===== config.mk =====
export PLATFORM = sky130hd
export DESIGN_NAME = ldc_moments
export DESIGN_NICKNAME = d
export VERILOG_FILES = /design/src/rtl/ldc_pkg.sv /design/src/rtl/ldc_moments.sv
export SDC_FILE = /design/constraint.sdc
export NUM_CORES = 1
export LEC_CHECK = 0
export ABC_AREA = 1
export CORE_MARGIN = 5
export CORE_UTILIZATION = 42
export CTS_CLUSTER_DIAMETER = 200
export DETAILED_ROUTE_END_ITERATION = 7
export DONT_BUFFER_PORTS = 1
export GPL_TIMING_DRIVEN = 0
export MAX_ROUTING_LAYER = met4
export SYNTH_ARGS = -nofsm -noshare
export SYNTH_HDL_FRONTEND = slang
export SYNTH_SLANG_ARGS = --single-unit

===== constraint.sdc =====
create_clock -name clk -period 14.8 [get_ports clk]
set_input_delay 2.22 -clock clk [delete_from_list [all_inputs] [get_ports clk]]
set_output_delay 2.22 -clock clk [all_outputs]
set_load 0.01 [all_outputs]

===== src/rtl/ldc_pkg.sv =====
// ldc_pkg: shared types, constants and fixed-point helpers for the D2Q9 collision kernel.
// Used by every module of the block; depends on nothing.
`timescale 1ns / 1ps
package ldc_pkg;

  localparam int DW       = 32;
  localparam int FRAC     = 28;
  localparam int NDIR     = 9;
  localparam int RELAX_W  = 30;
  localparam int LID_W    = 29;
  localparam int KIND_W   = 2;
  localparam int CFG_W    = 30;

  // pipeline geometry
  localparam int DIV_BITS  = 2;
  localparam int DIV_STEPS = DW / DIV_BITS;
  localparam int DIV_LAT   = DIV_STEPS + 2;
  localparam int LANE_LAT  = 8;
  localparam int VEL_IDX   = DIV_LAT + 1;
  localparam int DEPTH     = VEL_IDX + LANE_LAT + 1;

  // cell kinds; the spare code behaves as fluid
  localparam logic [KIND_W-1:0] KIND_FLUID    = 2'd0;
  localparam logic [KIND_W-1:0] KIND_LID      = 2'd1;
  localparam logic [KIND_W-1:0] KIND_OBSTACLE = 2'd2;
  localparam logic [KIND_W-1:0] KIND_SPARE    = 2'd3;

  // register indexes
  localparam logic REG_RELAX_RATE   = 1'b0;
  localparam logic REG_LID_VELOCITY = 1'b1;

  localparam logic [RELAX_W-1:0] RELAX_RESET = 30'd510027366;
  localparam logic [LID_W-1:0]   LID_RESET   = 29'd24159191;

  typedef logic signed [DW-1:0] q_t;
  typedef logic signed [35:0]   qw_t;
  typedef logic signed [39:0]   acc_t;

  localparam q_t Q_ONE  = 32'sd268435456;
  localparam q_t W_REST = 32'sd119304647;
  localparam q_t W_AXIS = 32'sd29826162;
  localparam q_t W_DIAG = 32'sd7456540;
  localparam q_t K_4P5  = 32'sd1207959552;
  localparam q_t K_1P5  = 32'sd402653184;
  localparam q_t Q_MAX  = 32'sh7fff_ffff;
  localparam q_t Q_MIN  = 32'sh8000_0000;

  typedef logic [NDIR-1:0][DW-1:0] dist_vec_t;

  typedef struct packed {
    dist_vec_t         dists;
    logic [KIND_W-1:0] kind;
  } cell_t;

  typedef struct packed {
    q_t rho;
    q_t ux;
    q_t uy;
  } flow_t;

  typedef struct packed {
    dist_vec_t post;
    q_t        density;
    q_t        vel_x;
    q_t        vel_y;
  } result_t;

  // saturate to the signed 32-bit range
  function automatic q_t sat32(input acc_t v);
    if (v > 40'sd2147483647)       return Q_MAX;
    else if (v < -40'sd2147483648) return Q_MIN;
    else                           return v[DW-1:0];
  endfunction

  // Q4.28 product, floor shift by 28
  function automatic qw_t mulq(input q_t x, input q_t y);
    logic signed [63:0] p;
    p = x * y;
    return p[63:FRAC];
  endfunction

  function automatic logic signed [1:0] dir_x(input int d);
    case (d)
      1, 5, 7: return 2'sd1;
      2, 6, 8: return -2'sd1;
      default: return 2'sd0;
    endcase
  endfunction

  function automatic logic signed [1:0] dir_y(input int d);
    case (d)
      3, 5, 6: return 2'sd1;
      4, 7, 8: return -2'sd1;
      default: return 2'sd0;
    endcase
  endfunction

  function automatic q_t dir_weight(input int d);
    case (d)
      0:          return W_REST;
      1, 2, 3, 4: return W_AXIS;
      default:    return W_DIAG;
    endcase
  endfunction

endpackage


===== src/rtl/ldc_moments.sv =====
// ldc_moments: registered density and x/y momentum sums of one cell.
// Depends on ldc_pkg.
`timescale 1ns / 1ps
module ldc_moments (
  input  logic               clk,
  input  logic               adv,
  input  ldc_pkg::dist_vec_t dists,
  output ldc_pkg::q_t        rho,
  output ldc_pkg::q_t        mom_x,
  output ldc_pkg::q_t        mom_y
);

  ldc_pkg::q_t  rho_r, mom_x_r, mom_y_r;
  ldc_pkg::acc_t sum_rho, sum_x, sum_y;

  // signed sums over the nine directions
  always_comb begin
    sum_rho = '0;
    sum_x   = '0;
    sum_y   = '0;
    for (int d = 0; d < ldc_pkg::NDIR; d++) begin
      sum_rho = sum_rho + 40'($signed(dists[d]));
      if (ldc_pkg::dir_x(d) == 2'sd1)       sum_x = sum_x + 40'($signed(dists[d]));
      else if (ldc_pkg::dir_x(d) == -2'sd1) sum_x = sum_x - 40'($signed(dists[d]));
      if (ldc_pkg::dir_y(d) == 2'sd1)       sum_y = sum_y + 40'($signed(dists[d]));
      else if (ldc_pkg::dir_y(d) == -2'sd1) sum_y = sum_y - 40'($signed(dists[d]));
    end
  end

  always_ff @(posedge clk) begin
    if (adv) begin
      rho_r   <= ldc_pkg::sat32(sum_rho);
      mom_x_r <= ldc_pkg::sat32(sum_x);
      mom_y_r <= ldc_pkg::sat32(sum_y);
    end
  end

  assign rho   = rho_r;
  assign mom_x = mom_x_r;
  assign mom_y = mom_y_r;

endmodule


==> results_dict.tcl <==
set metrics [dict create \
    yosys.area.top_type "fa_1" \
    cts_tree "yes" \
    synth_top_family_by_area "adder cells" \
    netlist_area_mm2 0.0261 \
    area_growth_pct 5.14 \
    drv_cap 0 \
    endpoint_kind "flop" \
    min_path_type "in2reg" \
    clock.fmax_mhz 116 \
    nets 4399 \
    rsz0062_at_grt "false" \
    status "finished, final reports clean" \
    drt-initial-drc-count 1524 \
    slowest_delay_ps 500 \
    setup_violations 0 \
    cts_sinks 96 \
    numCtsBuffers 9 \
    synthAdderAreaFrac_pct 41.3 \
    hold_viol 0 \
    path_class "in2reg" \
    die_h_um 259 \
    grt_pass1_vias 21800 \
    grt_overflow 0 \
    cp_max_fo 10 \
    final_cell_mix "inv_1 (1019), nand2_1 (845), fa_1 (427), a21oi_1 (207), nor2_1 (200)" \
    synth_compound_area_share_pct 7.70 \
    cpMostUsedCell "nand2_1" \
    synth_ff_type "edfxtp_1" \
    seq_area_frac_synth_pct 11.0 \
    finalCriticalPeriod_ps 8600 \
    fin_crit_sh_pct 58.1 \
    synth_cell_types 48 \
    nFillCells 6483 \
    dp_hpwl_um 76500 \
    ctsHoldBuffers 0 \
    drive_above_1_share_pct 2.79 \
    fp-row-count 91 \
    post_drt_wl_per_cell_um 19.3 \
    place.gp.congestion 0.976 \
    die_area_mm2 0.0673 \
    critical_path.slowest_cell "fa_1" \
    fin_setup_tns_ps 0 \
    ys_ff_latch 96 \
    firstDrtPassIters 6 \
    post_cts.repair.setup_buffers 0 \
    syn-num-nets 4388 \
    synth_mux_area_share_pct 0 \
    maxSlewViolCount 0 \
    worstPathArrival_ps 8750 \
    num_vias 21100 \
    avgSynthCellArea_um2 7.48 \
    grt_first_pass_wirelength_um 128000 \
    synth_xor_area_share_pct 4.80 \
    antenna_found_initial 1 \
    synth_top_area_share_pct 32.7 \
    start_util_pct 42.4 \
    critPathRequiredTime_ps 14950 \
    cts_buffer_depth 2 \
    netlist_instances 3492 \
    drc 0 \
    yosys.area_share.simple_pct 19.6 \
    die_w_um 259 \
    num_io_pins 386 \
    ant_nets 0 \
    worstMarginPinSlew_ps 785 \
    grt_use_total_pct 25.8 \
    ys_top_cells_by_area "fa_1 (33%), inv_1 (15%), nand2_1 (12%), edfxtp_1 (11%), ha_1 (8.6%)" \
    wl_um 83800 \
    core_mm2 0.0616 \
    grt_max_degree 97 \
    synth_edf_count 96 \
    start_kind "input pin" \
    cts_resized 0 \
    clk_pin_slew_ps 110 \
    relSlewSlack_pct 47.1 \
    final_common_cell "inv_1" \
    htree_levels 3 \
    yosysWarnings 0 \
    clockRootBuffer "clkbuf_16" \
    via_per_inst 4.86 \
    port_buffers 0 \
    ys_async_sr_fraction_pct 0 \
]
[state kept, by name (all words and copies together) (netlist names)]
| name | count |
|---|---|
| mom_y | 32 |
| mom_x | 32 |
| rho | 32 |
[cells by family (layout without fill, tap and decap cells)]
logic type / after synthesis / after routing
xor gates and xnor gates: 143 / 143
AOI/OAI and AO/OA: 363 / 363
adders and majority gates: 606 / 606
buffers and inverters: 1042 / 1058
other: 0 / 1
DFF: 96 / 96
and+or+nand+nor: 1242 / 1242
[final cells by class]
type                            count  area [um^2]  area share, %
Antenna cell                        1         2.50        0.00912
Buffer                             20          224          0.816
Clock buffer                        9          225          0.820
Clock inverter                      7         67.6          0.246
Inverter                         1022         3840           14.0
Multi-Input combinational cell   2354        19200           69.8
Sequential cell                    96         2880           10.5
Tap cell                          837         1050           3.81
[synth_stat cells (4+ instances only)]
cell and n:
a21o_1 13, a21oi_1 207, a31oi_1 24, buf_6 15, edfxtp_1 96, fa_1 427, ha_1 179, inv_1 1019
nand2_1 845, nand2_2 26, nand3_1 77, nand3_2 9, nand3b_1 10, nand4_1 7, nor2_1 200, nor2_2 13
nor3_1 24, nor4_1 13, o211ai_1 4, o21a_1 7, o21ai_0 66, o21ai_1 4, o21bai_1 29, xnor2_1 54
xor2_1 89
[final timing paths]
kind / from / end / slack, ps / depth (start not counted)
min: adv / mom_x[13]$_SDFFCE_PN1P_ / 1950 / 0
max: dists[192] / mom_x[10]$_SDFFCE_PN1P_ / 6200 / 33
[per-layer routing]
layer  wire length, um  vias up  GRT usage [%]  share of wire, %
met5                 0        -              -                 0
met4              3300        0           8.78               3.9
met3              5910      116           5.08               7.1
li1                  -    10400              -                 -
met2             40200      660           43.1                48
met1             34400     9932           31.5                41
[worst max-delay path: cells and delay by family]
family                   cells  cell delay, ps
AO/OA/AOI/OAI                4            1240
XOR/XNOR                     1             230
adder cells (fa/ha/maj)      6            2400
buffers and inverters        6             560
AND/OR/NAND/NOR             16            2050
[metrics by stage]
stage	utilization (%)	std cells	setup WS [ps]	hold slack, ps	area, um^2
finish	44.6	4346	6200	1950	27500
global route	44.6	4346	5830	1920	27500
CTS	44.6	4345	6340	1910	27500
detailed placement	44.1	4329	5930	2360	27200
global placement	44.1	4329	5890	2360	27200
floorplan	-	3492	7400	2330	26100
Power is left out: the tool's default activity adds up to more than one toggle a clock period on the data nets, which glitch-free logic cannot reach.
