File: src/rtl/ldc_pkg.sv
// ldc_pkg: shared types, constants and fixed-point helpers for the D2Q9 collision kernel.
// Used by every module of the block; depends on nothing.
`timescale 1ns / 1ps
package ldc_pkg;

  localparam int DW       = 32;
  localparam int FRAC     = 28;
  localparam int NDIR     = 9;
  localparam int RELAX_W  = 30;
  localparam int LID_W    = 29;
  localparam int KIND_W   = 2;
  localparam int CFG_W    = 30;

  // pipeline geometry
  localparam int DIV_BITS  = 2;
  localparam int DIV_STEPS = DW / DIV_BITS;
  localparam int DIV_LAT   = DIV_STEPS + 2;
  localparam int LANE_LAT  = 8;
  localparam int VEL_IDX   = DIV_LAT + 1;
  localparam int DEPTH     = VEL_IDX + LANE_LAT + 1;

  // cell kinds; the spare code behaves as fluid
  localparam logic [KIND_W-1:0] KIND_FLUID    = 2'd0;
  localparam logic [KIND_W-1:0] KIND_LID      = 2'd1;
  localparam logic [KIND_W-1:0] KIND_OBSTACLE = 2'd2;
  localparam logic [KIND_W-1:0] KIND_SPARE    = 2'd3;

  // register indexes
  localparam logic REG_RELAX_RATE   = 1'b0;
  localparam logic REG_LID_VELOCITY = 1'b1;

  localparam logic [RELAX_W-1:0] RELAX_RESET = 30'd510027366;
  localparam logic [LID_W-1:0]   LID_RESET   = 29'd24159191;

  typedef logic signed [DW-1:0] q_t;
  typedef logic signed [35:0]   qw_t;
  typedef logic signed [39:0]   acc_t;

  localparam q_t Q_ONE  = 32'sd268435456;
  localparam q_t W_REST = 32'sd119304647;
  localparam q_t W_AXIS = 32'sd29826162;
  localparam q_t W_DIAG = 32'sd7456540;
  localparam q_t K_4P5  = 32'sd1207959552;
  localparam q_t K_1P5  = 32'sd402653184;
  localparam q_t Q_MAX  = 32'sh7fff_ffff;
  localparam q_t Q_MIN  = 32'sh8000_0000;

  typedef logic [NDIR-1:0][DW-1:0] dist_vec_t;

  typedef struct packed {
    dist_vec_t         dists;
    logic [KIND_W-1:0] kind;
  } cell_t;

  typedef struct packed {
    q_t rho;
    q_t ux;
    q_t uy;
  } flow_t;

  typedef struct packed {
    dist_vec_t post;
    q_t        density;
    q_t        vel_x;
    q_t        vel_y;
  } result_t;

  // saturate to the signed 32-bit range
  function automatic q_t sat32(input acc_t v);
    if (v > 40'sd2147483647)       return Q_MAX;
    else if (v < -40'sd2147483648) return Q_MIN;
    else                           return v[DW-1:0];
  endfunction

  // Q4.28 product, floor shift by 28
  function automatic qw_t mulq(input q_t x, input q_t y);
    logic signed [63:0] p;
    p = x * y;
    return p[63:FRAC];
  endfunction

  function automatic logic signed [1:0] dir_x(input int d);
    case (d)
      1, 5, 7: return 2'sd1;
      2, 6, 8: return -2'sd1;
      default: return 2'sd0;
    endcase
  endfunction

  function automatic logic signed [1:0] dir_y(input int d);
    case (d)
      3, 5, 6: return 2'sd1;
      4, 7, 8: return -2'sd1;
      default: return 2'sd0;
    endcase
  endfunction

  function automatic q_t dir_weight(input int d);
    case (d)
      0:          return W_REST;
      1, 2, 3, 4: return W_AXIS;
      default:    return W_DIAG;
    endcase
  endfunction

endpackage

File: src/rtl/ldc_if.sv


interface ldc_out_if;
  logic valid;
  logic ready;
  logic signed [31:0] post_0, post_1, post_2, post_3, post_4;
  logic signed [31:0] post_5, post_6, post_7, post_8;
  logic signed [31:0] density, vel_x, vel_y;
  modport source(output valid, post_0, post_1, post_2, post_3, post_4, post_5, post_6,
                 post_7, post_8, density, vel_x, vel_y, input ready);
  modport sink(input valid, post_0, post_1, post_2, post_3, post_4, post_5, post_6,
               post_7, post_8, density, vel_x, vel_y, output ready);
endinterface

File: src/rtl/ldc_merge.sv
// ldc_merge: combines lane outputs with the cell side data, output register and skid.
// Depends on ldc_pkg and ldc_out_if.
`timescale 1ns / 1ps
module ldc_merge (
  input  logic                clk,
  input  logic                rst_n,
  input  logic                in_valid,
  input  ldc_pkg::cell_t      side,
  input  ldc_pkg::flow_t      flow,
  input  ldc_pkg::dist_vec_t  post,
  output logic                adv,
  ldc_out_if.source           out_ch
);

  ldc_pkg::result_t res, out_r, skid_r;
  logic             out_valid_r, skid_valid_r;
  logic             out_free;

  // obstacle cells pass their distributions through
  always_comb begin
    if (side.kind == ldc_pkg::KIND_OBSTACLE) begin
      res.post    = side.dists;
      res.density = '0;
      res.vel_x   = '0;
      res.vel_y   = '0;
    end else begin
      res.post    = post;
      res.density = flow.rho;
      res.vel_x   = flow.ux;
      res.vel_y   = flow.uy;
    end
  end

  assign adv      = !skid_valid_r;
  assign out_free = !out_valid_r || out_ch.ready;

  // output register with one skid entry
  always_ff @(posedge clk) begin
    if (!rst_n) begin
      out_valid_r  <= 1'b0;
      skid_valid_r <= 1'b0;
    end else if (skid_valid_r) begin
      if (out_ch.ready) begin
        out_r        <= skid_r;
        skid_valid_r <= 1'b0;
      end
    end else if (in_valid) begin
      if (out_free) begin
        out_r       <= res;
        out_valid_r <= 1'b1;
      end else begin
        skid_r       <= res;
        skid_valid_r <= 1'b1;
      end
    end else if (out_ch.ready) begin
      out_valid_r <= 1'b0;
    end
  end

  assign out_ch.valid   = out_valid_r;
  assign out_ch.post_0  = out_r.post[0];
  assign out_ch.post_1  = out_r.post[1];
  assign out_ch.post_2  = out_r.post[2];
  assign out_ch.post_3  = out_r.post[3];
  assign out_ch.post_4  = out_r.post[4];
  assign out_ch.post_5  = out_r.post[5];
  assign out_ch.post_6  = out_r.post[6];
  assign out_ch.post_7  = out_r.post[7];
  assign out_ch.post_8  = out_r.post[8];
  assign out_ch.density = out_r.density;
  assign out_ch.vel_x   = out_r.vel_x;
  assign out_ch.vel_y   = out_r.vel_y;

  a_skid_needs_out: assert property (@(posedge clk) disable iff (!rst_n)
    skid_valid_r |-> out_valid_r) else $error("skid holds a transaction with output empty");
  a_skid_holds: assert property (@(posedge clk) disable iff (!rst_n)
    (skid_valid_r && !out_ch.ready) |=> (skid_valid_r && $stable(skid_r)))
    else $error("skid entry lost while output stalled");
  a_stall_to_skid: assert property (@(posedge clk) disable iff (!rst_n)
    (in_valid && !skid_valid_r && out_valid_r && !out_ch.ready) |=> skid_valid_r)
    else $error("stalled transaction not captured in skid");

endmodule

File: src/flat_wrapper.sv
// flat-port wrapper written by rule: the top's interface ports become plain ports
module ldc_merge_flat 
  (clk, rst_n, in_valid, side, flow, post, adv, out_ch_valid, out_ch_post_0, out_ch_post_1, out_ch_post_2, out_ch_post_3, out_ch_post_4, out_ch_post_5, out_ch_post_6, out_ch_post_7, out_ch_post_8, out_ch_density, out_ch_vel_x, out_ch_vel_y, out_ch_ready);
  ldc_out_if out_ch_i ();
  input  logic clk;
  input  logic rst_n;
  input  logic in_valid;
  input  ldc_pkg::cell_t side;
  input  ldc_pkg::flow_t flow;
  input  ldc_pkg::dist_vec_t post;
  output logic adv;
  output wire logic [$bits(out_ch_i.valid)-1:0] out_ch_valid;
  output wire logic [$bits(out_ch_i.post_0)-1:0] out_ch_post_0;
  output wire logic [$bits(out_ch_i.post_1)-1:0] out_ch_post_1;
  output wire logic [$bits(out_ch_i.post_2)-1:0] out_ch_post_2;
  output wire logic [$bits(out_ch_i.post_3)-1:0] out_ch_post_3;
  output wire logic [$bits(out_ch_i.post_4)-1:0] out_ch_post_4;
  output wire logic [$bits(out_ch_i.post_5)-1:0] out_ch_post_5;
  output wire logic [$bits(out_ch_i.post_6)-1:0] out_ch_post_6;
  output wire logic [$bits(out_ch_i.post_7)-1:0] out_ch_post_7;
  output wire logic [$bits(out_ch_i.post_8)-1:0] out_ch_post_8;
  output wire logic [$bits(out_ch_i.density)-1:0] out_ch_density;
  output wire logic [$bits(out_ch_i.vel_x)-1:0] out_ch_vel_x;
  output wire logic [$bits(out_ch_i.vel_y)-1:0] out_ch_vel_y;
  input wire logic [$bits(out_ch_i.ready)-1:0] out_ch_ready;
  assign out_ch_valid = out_ch_i.valid;
  assign out_ch_post_0 = out_ch_i.post_0;
  assign out_ch_post_1 = out_ch_i.post_1;
  assign out_ch_post_2 = out_ch_i.post_2;
  assign out_ch_post_3 = out_ch_i.post_3;
  assign out_ch_post_4 = out_ch_i.post_4;
  assign out_ch_post_5 = out_ch_i.post_5;
  assign out_ch_post_6 = out_ch_i.post_6;
  assign out_ch_post_7 = out_ch_i.post_7;
  assign out_ch_post_8 = out_ch_i.post_8;
  assign out_ch_density = out_ch_i.density;
  assign out_ch_vel_x = out_ch_i.vel_x;
  assign out_ch_vel_y = out_ch_i.vel_y;
  assign out_ch_i.ready = out_ch_ready;
  ldc_merge u_core (.clk(clk), .rst_n(rst_n), .in_valid(in_valid), .side(side), .flow(flow), .post(post), .adv(adv), .out_ch(out_ch_i));
endmodule
File: config.mk
export PLATFORM = sky130hd
export DESIGN_NAME = ldc_merge_flat
export DESIGN_NICKNAME = d
export VERILOG_FILES = /design/src/rtl/ldc_pkg.sv /design/src/rtl/ldc_if.sv /design/src/rtl/ldc_merge.sv /design/src/flat_wrapper.sv
export SDC_FILE = /design/constraint.sdc
export NUM_CORES = 1
export LEC_CHECK = 0
export BUFFER_PORTS_ARGS = -buffer_cell sky130_fd_sc_hd__buf_2
export CORE_AREA = 2 2 409 411
export CTS_BUF_LIST = sky130_fd_sc_hd__clkbuf_8
export CTS_CLUSTER_DIAMETER = 50
export DETAILED_ROUTE_END_ITERATION = 12
export DIE_AREA = 0 0 411 413
export SETUP_SLACK_MARGIN = 0.1
export SLEW_MARGIN = 20
export SYNTH_ARGS = -nofsm -noshare
export SYNTH_HDL_FRONTEND = slang
export SYNTH_SLANG_ARGS = --single-unit
File: constraint.sdc
create_clock -name clk -period 48.4 [get_ports clk]
set_input_delay 9.68 -clock clk [delete_from_list [all_inputs] [get_ports clk]]
set_output_delay 9.68 -clock clk [all_outputs]
set_load 0.1 [all_outputs]
==> metrics.csv, run 1 <==
metric,value,unit
worstPathRequired,48.98,ns
ys_seq_area_share,68.4,%
nNetsFinal,3462,
clk_latency,0.84,ns
cts_setup_buffers,0,
cpMostUsedCell,buf_4,
synthToLayoutAreaGrowth,30.7,%
avgSynthCellArea,20.7,sq um
layout_commonest_cell,buf_2,
io_buffers,1063,
worstPathCellList,"buf_2, nor2b_4, buf_4, buf_4, buf_4, mux2_4, mux2_4",
r2r_end,u_core.out_ch.post_0[21],
holdBufCountCts,0,
worst_r2r_path_depth,6,
track_usage,12.0,%
grt_pass1_wl,146000,um
die-area,170000,sq um
synth_seq_cells,770,
arrival,14.04,ns
core,166000,sq um
setup_tns,0,ns
cp-startpoint,side[0],
crit_fanout,55,
root_buffer,clkbuf_8,
avgViaCountPerCell,3.87,
max_freq,0.0743,GHz
tightest_slew,1.09,ns
grt_pass1_vias,19900,
rsz0062_at_grt,false,
cts_resized,0,
power.total,1.66,mW
hold_class,reg -> reg,
finalSetupViolCount,0,
grt_overflow_total,0,
dr.first_iter.drc_count,1353,
ys_types,21,
status,"complete, no violations",
min_path_cells,1,
ioPinCount,1064,
globalplace.congestion,0.881,
worstSetupPathType,in -> reg,
final_antenna_net_count,0,
worstSetupEndpointType,flip-flop,
cts_buffers,146,
slew_headroom,27.1,%
multi_input_area,9990,sq um
wl,109000,um
die_h,413,um
p_leak,18.0,nW
utilization,26.6,%
drc_errors,0,
start_util,20.4,%
whs_endpoint,u_core.out_ch.post_0[23],
antenna_found_initial,61,
period_share,27.8,%
register_area,23100,sq um
slew_violations,0,
syn_nets,2313,
r2r_start,u_core.skid_valid_r,
critPathMaxStageDelay,0.94,ns
clkTransAtPathRegs,0.06,ns
fill_cells,17000,
ir_drop,0.0242,mV
hold_viol,0,
r2r_slack,43.44,ns
powerDensity,37.7,nW/um^2
yosysWarningCount,0,
grt_max_degree,126,
min_from,u_core.skid_r[119],
cp_slowest_cell,buf_4,
startpoint_type,primary input,
skew,0.0341,ns
clk_path_buf_depth,3,
dieWidth,411,um
cts_sinks,770,
min_period,13.46,ns
row_count,150,
layout_common_cells,"buf_2, edfxtp_1, mux2_4, mux2_2, clkbuf_8",
dr_total_vias,19800,
syn_area,33800,sq um
maxCapViolCount,0,
drive_above_1_share,67.4,%
h-tree-depth,4,
dpl.hpwl,80200,um
cts_tree,yes,
syn_inst,1635,
wl_per_cell,21.2,um
dr.pass1.iters,7,
synth_stat cells (all sizes together):
library cell / instances / area, sq um
a21oi: 1 / 5.00
mux2: 672 / 9310
o221a: 1 / 11.3
nor3: 1 / 5.00
o21ai: 1 / 5.00
nand2: 3 / 11.3
buf: 74 / 657
dfxtp: 2 / 40.0
clkbuf: 11 / 45.0
a21boi: 1 / 7.51
nor2b: 97 / 614
edfxtp: 768 / 23100
nor2: 1 / 3.75
inv: 2 / 7.50
sequential cells by signal, summed over array words and instances (netlist names):
name,flops
u_core.out_ch.vel_x,32
u_core.out_ch.valid,1
u_core.out_ch.post_4,32
u_core.skid_r,384
u_core.out_ch.post_8,32
u_core.out_ch.post_3,32
u_core.out_ch.post_0,32
u_core.out_ch.post_1,32
u_core.skid_valid_r,1
u_core.out_ch.post_7,32
u_core.out_ch.post_5,32
u_core.out_ch.density,32
u_core.out_ch.vel_y,32
u_core.out_ch.post_2,32
u_core.out_ch.post_6,32
final cells by class:
type,instances,share of cell area (%)
Antenna cell,17,0.0963
Timing Repair Buffer,1086,12.5
Clock buffer,152,4.74
Clock inverter,104,1.44
Sequential cell,770,52.3
Inverter,2,0.0340
Tap cell,2204,6.24
Multi-Input combinational cell,778,22.6
worst max-delay path by stage:
| stage | to |
|---|---|
| final | u_core.out_ch.post_6[18] |
| after CTS | u_core.out_ch.post_6[1] |
| after floorplan | u_core.skid_r[0] |
| after detailed placement | u_core.out_ch.post_6[1] |
| after global placement | u_core.out_ch.post_1[2] |
| after global routing | u_core.out_ch.post_6[18] |
critical path, delay by kind of cell:
family	cells	cell delay (ns)
multiplexers	2	0.63
buffers and inverters	4	2.80
AND/OR/NAND/NOR	1	0.74
through the flow:
step	setup slack (ns)	instances	hold WS [ns]	area, sq um
3_5_place_dp	34.12	4840	0.529	41400
2_1_floorplan	11.19	1635	0.525	33800
4_1_cts	35.11	5096	0.521	44100
3_3_place_gp	34.12	4840	0.493	41400
5_1_grt	34.90	5101	0.539	44100
6_report	34.94	5113	0.528	44200
logic make-up after synthesis:
group                  after synthesis  share of synthesized area [%]
AND/OR/NAND/NOR                    102                           1.88
buffers and inverters               87                           2.10
AO/OA/AOI/OAI                        4                         0.0852
multiplexers                       672                           27.6
flip-flops                         770                           68.4
report_power, final:
part	switching [mW]	internal [mW]	total [mW]
Combinational	0.194	0.0912	0.285
Clock	0.291	0.315	0.606
Sequential	0.00668	0.767	0.774
routing by layer:
metal  routed length, um  part of all wire, %  track usage (%)
met2               51700                   48             19.2
met1               43800                   40             14.8
met4                2600                  2.4             3.78
met5                 180                 0.17                0
met3               10300                  9.5             4.85
Power figures use the tool's default switching activity.
==> run 2, diff against run 1 <==
Clock period 48.4 ns to 13.9 ns, I/O delays scaled along.
==> run 2 against run 1 <==
Effect of this change: wire length rose by 2.8%; critical path type unchanged; sequential cell count unchanged; sequential power rose to 3.5 times the previous value; total power grew to 3.5 times the previous value; clock skew increased by 0.031 ns; clock power grew to 3.6 times the previous value; largest power group unchanged; via count is essentially flat; first-iteration DRC count is 16% lower; sequential share of layout area decreased by 0.17 points; hold slack worse by 0.046 ns.
==> metrics.csv, run 2 (same netlist as run 1, synthesis figures left out) <==
metric,value,unit,change
min_period,5.36,ns,
grt_overflow_total,0,,unchanged
period_share,38.6,%,
globalplace.congestion,0.876,,-0.51%
cts_resized,0,,unchanged
final_antenna_net_count,0,,unchanged
dr.pass1.iters,5,,-2
crit_fanout,133,,+140%
worstSetupEndpointType,flip-flop,,
antenna_found_initial,65,,+6.6%
startpoint_type,primary input,,
wl_met1,44800,um,+2.3%
stdcell_count,5116,,+0.059%
root_buffer,clkbuf_8,,
drc_errors,0,,unchanged
cts_setup_buffers,0,,unchanged
clk_latency,0.88,ns,+0.04 ns
largest_reg_flops,384,,unchanged
powerDensity,133,nW/um^2,+250%
min_path_cells,1,,unchanged
worstPathRequired,14.51,ns,-34.47 ns
fill_cells,17000,,+0.11%
dr.max_layer_used,met5,,
p_leak,18.1,nW,+0.19%
cts_sinks,770,,unchanged
slew_headroom,27.6,%,+0.47 points
holdBufCountCts,0,,unchanged
layout_common_cells,"buf_2, edfxtp_1, mux2_4, mux2_2, clkbuf_8",,
worst-path-buf-inv,4,,unchanged
dr.first_iter.drc_count,1136,,-16%
die-area,170000,sq um,unchanged
multi_input_area,9990,sq um,about the same
crit_end,u_core.out_ch.post_0[13],,
wl_per_cell,21.8,um,+2.7%
arrival,5.97,ns,-8.07 ns
drive_above_1_share,67.3,%,about the same
finalSetupViolCount,0,,unchanged
row_count,150,,unchanged
register_area,23100,sq um,unchanged
hold_viol,0,,unchanged
cts_tree,yes,,
worstSetupPathType,in -> reg,,
tightest_slew,1.09,ns,-0.00705 ns
r2r_start,u_core.skid_valid_r,,
die_h,413,um,unchanged
cp_slowest_cell,buf_4,,
layout_commonest_cell,buf_2,,
wl,112000,um,+2.8%
track_usage,12.4,%,+0.34 points
clkTransAtPathRegs,0.06,ns,about the same
route.met3.wl,11100,um,+7.7%
worst_r2r_path_depth,5,,-1
io_buffers,1063,,unchanged
core,166000,sq um,unchanged
power.total,5.90,mW,+250%
cp-startpoint,side[0],,
dr_total_vias,19800,,-0.071%
worstPathCellList,"buf_2, nor2b_4, buf_4, buf_4, buf_12, mux2_2, mux2_2",,
critPathMaxStageDelay,0.67,ns,-0.27 ns
rsz0062_at_grt,false,,
synthToLayoutAreaGrowth,31.1,%,
slew_violations,0,,unchanged
start_util,20.4,%,unchanged
ioPinCount,1064,,unchanged
r2r_end,u_core.out_ch.post_0[15],,
h-tree-depth,4,,unchanged
clk_path_buf_depth,3,,unchanged
dp.cells,4839,,-0.021%
setup_tns,0,ns,unchanged
regMostFlops,u_core.skid_r,,
hold_class,reg -> reg,,
maxCapViolCount,0,,unchanged
dpl.hpwl,83000,um,+3.6%
grt_pass1_vias,19600,,-1.6%
wl_met2,53300,um,+3.0%
status,"complete, no violations",,
ir_drop,0.0861,mV,+260%
max_freq,0.187,GHz,
cts_buffers,144,,-1.4%
grt_max_degree,142,,+13%
nNetsFinal,3459,,-0.087%
r2r_slack,9.30,ns,-34.14 ns
path_delay_family,buffers and inverters,,
cp.depth,7,,unchanged
dieWidth,411,um,unchanged
grt_pass1_wl,148000,um,+1.8%
avgViaCountPerCell,3.86,,-0.13%
skew,0.0655,ns,+0.0315 ns
utilization,26.7,%,+0.084 points
-- run 2: cell count changes in the layout (fill, tap and decap cells not counted), moves of 2 or more --
cell / previous run / this run
clkinv_1: 18 / 32
inv_1: 53 / 41
clkbuf_8: 152 / 145
clkinvlp_4: 9 / 3
bufinv_16: 4 / 9
clkinv_2: 9 / 14
inv_12: 0 / 4
buf_4: 20 / 17
clkinv_4: 2 / 5
buf_12: 3 / 5
-- run 2: worst min-delay path by stage --
stage / start / to / slack (ns)
2_1_floorplan: u_core.skid_r[383] / u_core.out_ch.post_8[31] / 0.52
3_3_place_gp: u_core.out_ch.valid / u_core.out_ch.valid / 0.51
3_5_place_dp: u_core.out_ch.valid / u_core.out_ch.valid / 0.52
4_1_cts: u_core.skid_r[254] / u_core.out_ch.post_4[30] / 0.46
5_1_grt: u_core.skid_r[254] / u_core.out_ch.post_4[30] / 0.48
6_report: u_core.skid_r[254] / u_core.out_ch.post_4[30] / 0.48
-- run 2: layout make-up --
cell class / instances / area share [%]
clock buffers: 145 / 4.50
flip-flops and latches: 770 / 52.1
diodes: 16 / 0.0904
inverters: 2 / 0.0339
clock inverters: 116 / 1.93
well taps: 2204 / 6.22
multi-input cells: 778 / 22.6
repair buffers: 1085 / 12.5
-- run 2: metrics by stage --
| step | worst slack, ns | area (sq um) | hold slack (ns) |
|---|---|---|---|
| after floorplan | 1.38 | 33800 | 0.525 |
| after global placement | 7.80 | 41400 | 0.508 |
| after detailed placement | 7.74 | 41400 | 0.515 |
| after CTS | 8.41 | 44300 | 0.460 |
| after global routing | 8.40 | 44300 | 0.477 |
| final | 8.54 | 44300 | 0.482 |
-- run 2: metal layers --
layer / global-route usage (%) / up-vias
li1: - / 8724
met1: 15.0 / 9948
met2: 19.7 / 880
met3: 5.40 / 203
met4: 3.85 / 12
met5: 0 / -
-- run 2: power by group --
group	internal, mW	total (mW)	switching [mW]
registers	2.67	2.70	0.0255
clock network	1.16	2.21	1.05
logic	0.318	0.994	0.676
==> run 3, diff against run 2 <==
Settings changed: ABC_AREA set to 1, CORE_AREA 2 2 409 411 to 2 2 415 417, DIE_AREA 0 0 411 413 to 0 0 417 419.
Clock period 13.9 ns to 4.85 ns, I/O delays scaled along.
==> run 3 against run 2 <==
Effect of this change: critical path type is now reg -> out; setup slack got worse by 7.3 ns; non-clock buffer count increased by 20; final cell count increased by 41%; clock-buffer cell count decreased by 2.
==> metrics.csv, run 3 <==
metric,value,unit,change
nNetsFinal,5502,,+59%
worstPathRequired,3.88,ns,-10.63 ns
layout_common_cells,"buf_2, nand2_1, edfxtp_1, inv_1, nand3_1",,
drc_errors,0,,unchanged
register_area,23100,sq um,about the same
maxCapViolCount,0,,unchanged
status,"complete, no violations",,
async_reset_ff_share,0,%,unchanged
synth.mux.area_fraction,0,%,-28 points
wl_per_cell,18.7,um,-14%
max_freq,0.277,GHz,
final_antenna_net_count,0,,unchanged
synthSimpleGateAreaFrac,26.3,%,+24 points
syn_inst,3774,,+130%
antenna_found_initial,46,,-29%
grt_max_degree,145,,+2.1%
synth_flop_cell,edfxtp_1,,
track_usage,14.6,%,+2.3 points
synth_fa_ha_area_share,0,%,unchanged
grt_overflow_total,0,,unchanged
rsz0062_at_grt,false,,
ir_drop,0.319,mV,+270%
cts_setup_buffers,0,,unchanged
worstSetupEndpointType,output pin,,
synth_seq_cells,770,,unchanged
regMostFlops,u_core.skid_r,,
synth_top_area_share,63.6,%,-4.6 points
crit_fanout,89,,-33%
grt_pass1_vias,28700,,+46%
dp.cells,6912,,+43%
clkTransAtPathRegs,0.06,ns,about the same
synth_edf_count,768,,unchanged
synth_area_leaders,"edfxtp_1, nand2_1, nand3_1",,
synthMostInstantiatedCell,nand2_1,,
ys_seq_area_share,63.7,%,-4.6 points
die-area,175000,sq um,+2.9%
synthTopCellsByCount,"nand2_1, edfxtp_1, inv_1, nand3_1, and2_1",,
arrival,2.64,ns,-3.33 ns
startpoint_type,flip-flop,,
globalplace.congestion,0.920,,+5.0%
die_h,419,um,+1.5%
dpl.hpwl,93200,um,+12%
clk_latency,0.92,ns,+0.04 ns
slew_headroom,31.9,%,+4.3 points
largest_reg_flops,384,,unchanged
period_share,74.5,%,
synth_compound_area_share,0.0691,%,-0.016 points
slew_violations,0,,unchanged
drive_above_1_share,26.2,%,-41 points
cts_buffers,143,,-0.69%
layout_commonest_cell,buf_2,,
dr.first_iter.drc_count,2440,,+110%
dieWidth,417,um,+1.5%
tightest_slew,1.02,ns,-0.0645 ns
wl,135000,um,+21%
fill_cells,18300,,+7.2%
ys_types,16,,-24%
min_period,3.61,ns,
synthToLayoutAreaGrowth,28.9,%,
stdcell_count,7197,,+41%
syn_area,36200,sq um,+7.3%
clk_path_buf_depth,3,,unchanged
multi_input_area,9600,sq um,-3.9%
dr.pass1.iters,5,,unchanged
worstSetupPathType,reg -> out,,
holdBufCountCts,0,,unchanged
powerDensity,363,nW/um^2,+170%
cts_resized,0,,unchanged
synth_top_family_by_area,simple AND/OR/NAND/NOR gates,,
h-tree-depth,4,,unchanged
yosys.area.top_type,edfxtp_1,,
syn_nets,4452,,+92%
p_leak,21.8,nW,+21%
hold_class,in -> reg,,
synth-xor-area-share,0,%,unchanged
cts_sinks,770,,unchanged
cts_tree,yes,,
yosysWarningCount,0,,unchanged
hold_viol,0,,unchanged
core,171000,sq um,+2.8%
avgSynthCellArea,9.60,sq um,-54%
utilization,27.4,%,+0.67 points
preCtsSetupSlack,1.41,ns,-6.33 ns
avgViaCountPerCell,4.20,,+8.8%
worst_slack,1.24,ns,-7.30 ns
grt_pass1_wl,190000,um,+28%
start_util,21.2,%,+0.88 points
io_buffers,1063,,unchanged
finalSetupViolCount,0,,unchanged
ioPinCount,1064,,unchanged
skew,0.0518,ns,-0.0138 ns
row_count,152,,+1.3%
root_buffer,clkbuf_8,,
dr_total_vias,30300,,+53%
==> run 3: cell count changes after synthesis, sizes merged, moves of 89 or more <==
cell | before | now
nand3 | 0 | 672
nand2 | 3 | 1060
and2 | 0 | 288
buf | 74 | 163
inv | 2 | 680
nor2b | 97 | 0
mux2 | 672 | 0
nor2 | 1 | 99
==> run 3: area by class of cell <==
class,count,share of cell area [%]
diodes,29,0.155
clock buffers,143,4.21
clock inverters,113,1.51
inverters,680,5.55
multi-input cells,2124,20.6
flip-flops and latches,770,49.5
well taps,2233,5.98
repair buffers,1105,12.5
==> run 3: path summary, 6_finish.rpt <==
path | slack, ns | endpoint | cells past startpoint | startpoint
worst max register to register | 1.79 | u_core.out_ch.post_5[0] | 5 | u_core.skid_valid_r
worst min register to register | 0.47 | u_core.out_ch.post_7[9] | 2 | u_core.skid_r[329]
worst max-delay path | 1.24 | adv | 2 | u_core.skid_valid_r
worst min-delay path | 0.36 | u_core.skid_r[30] | 3 | flow[30]
==> run 3: cell families after synthesis <==
group                  count (synthesis)
DFF                                  770
AOI/OAI and AO/OA                      5
buffers and inverters                880
and+or+nand+nor                     2119
==> run 3: power by group <==
| part | internal, mW | switching, mW |
|---|---|---|
| logic | 0.676 | 2.35 |
| registers | 7.68 | 0.104 |
| clock network | 3.07 | 3.07 |
| total | 11.4 | 5.52 |
==> run 3: through the flow <==
stage / total power, mW / instance area, sq um / setup TNS [ns] / hold slack [ns]
floorplan: 10.1 / 36300 / -2046.86 / 0.491
global placement: 10.9 / 44000 / 0 / 0.479
detailed placement: 11.0 / 44000 / 0 / 0.496
CTS: 17.2 / 46600 / 0 / 0.202
global route: 17.6 / 46700 / 0 / 0.268
finish: 16.9 / 46700 / 0 / 0.361
==> run 3: critical path: stages (launching register included) <==
cell and delay (ns):
dfxtp_4 0.56, inv_8 0.57, buf_2 0.55
==> run 3: layer usage <==
layer  GRT usage, %  vias up  share of wire, %
li1               -    14200                 -
met1           18.0    14500                40
met2           24.0     1293                49
met3           4.15      277               7.8
met4           5.93       12               3.4
met5              0        -             0.051
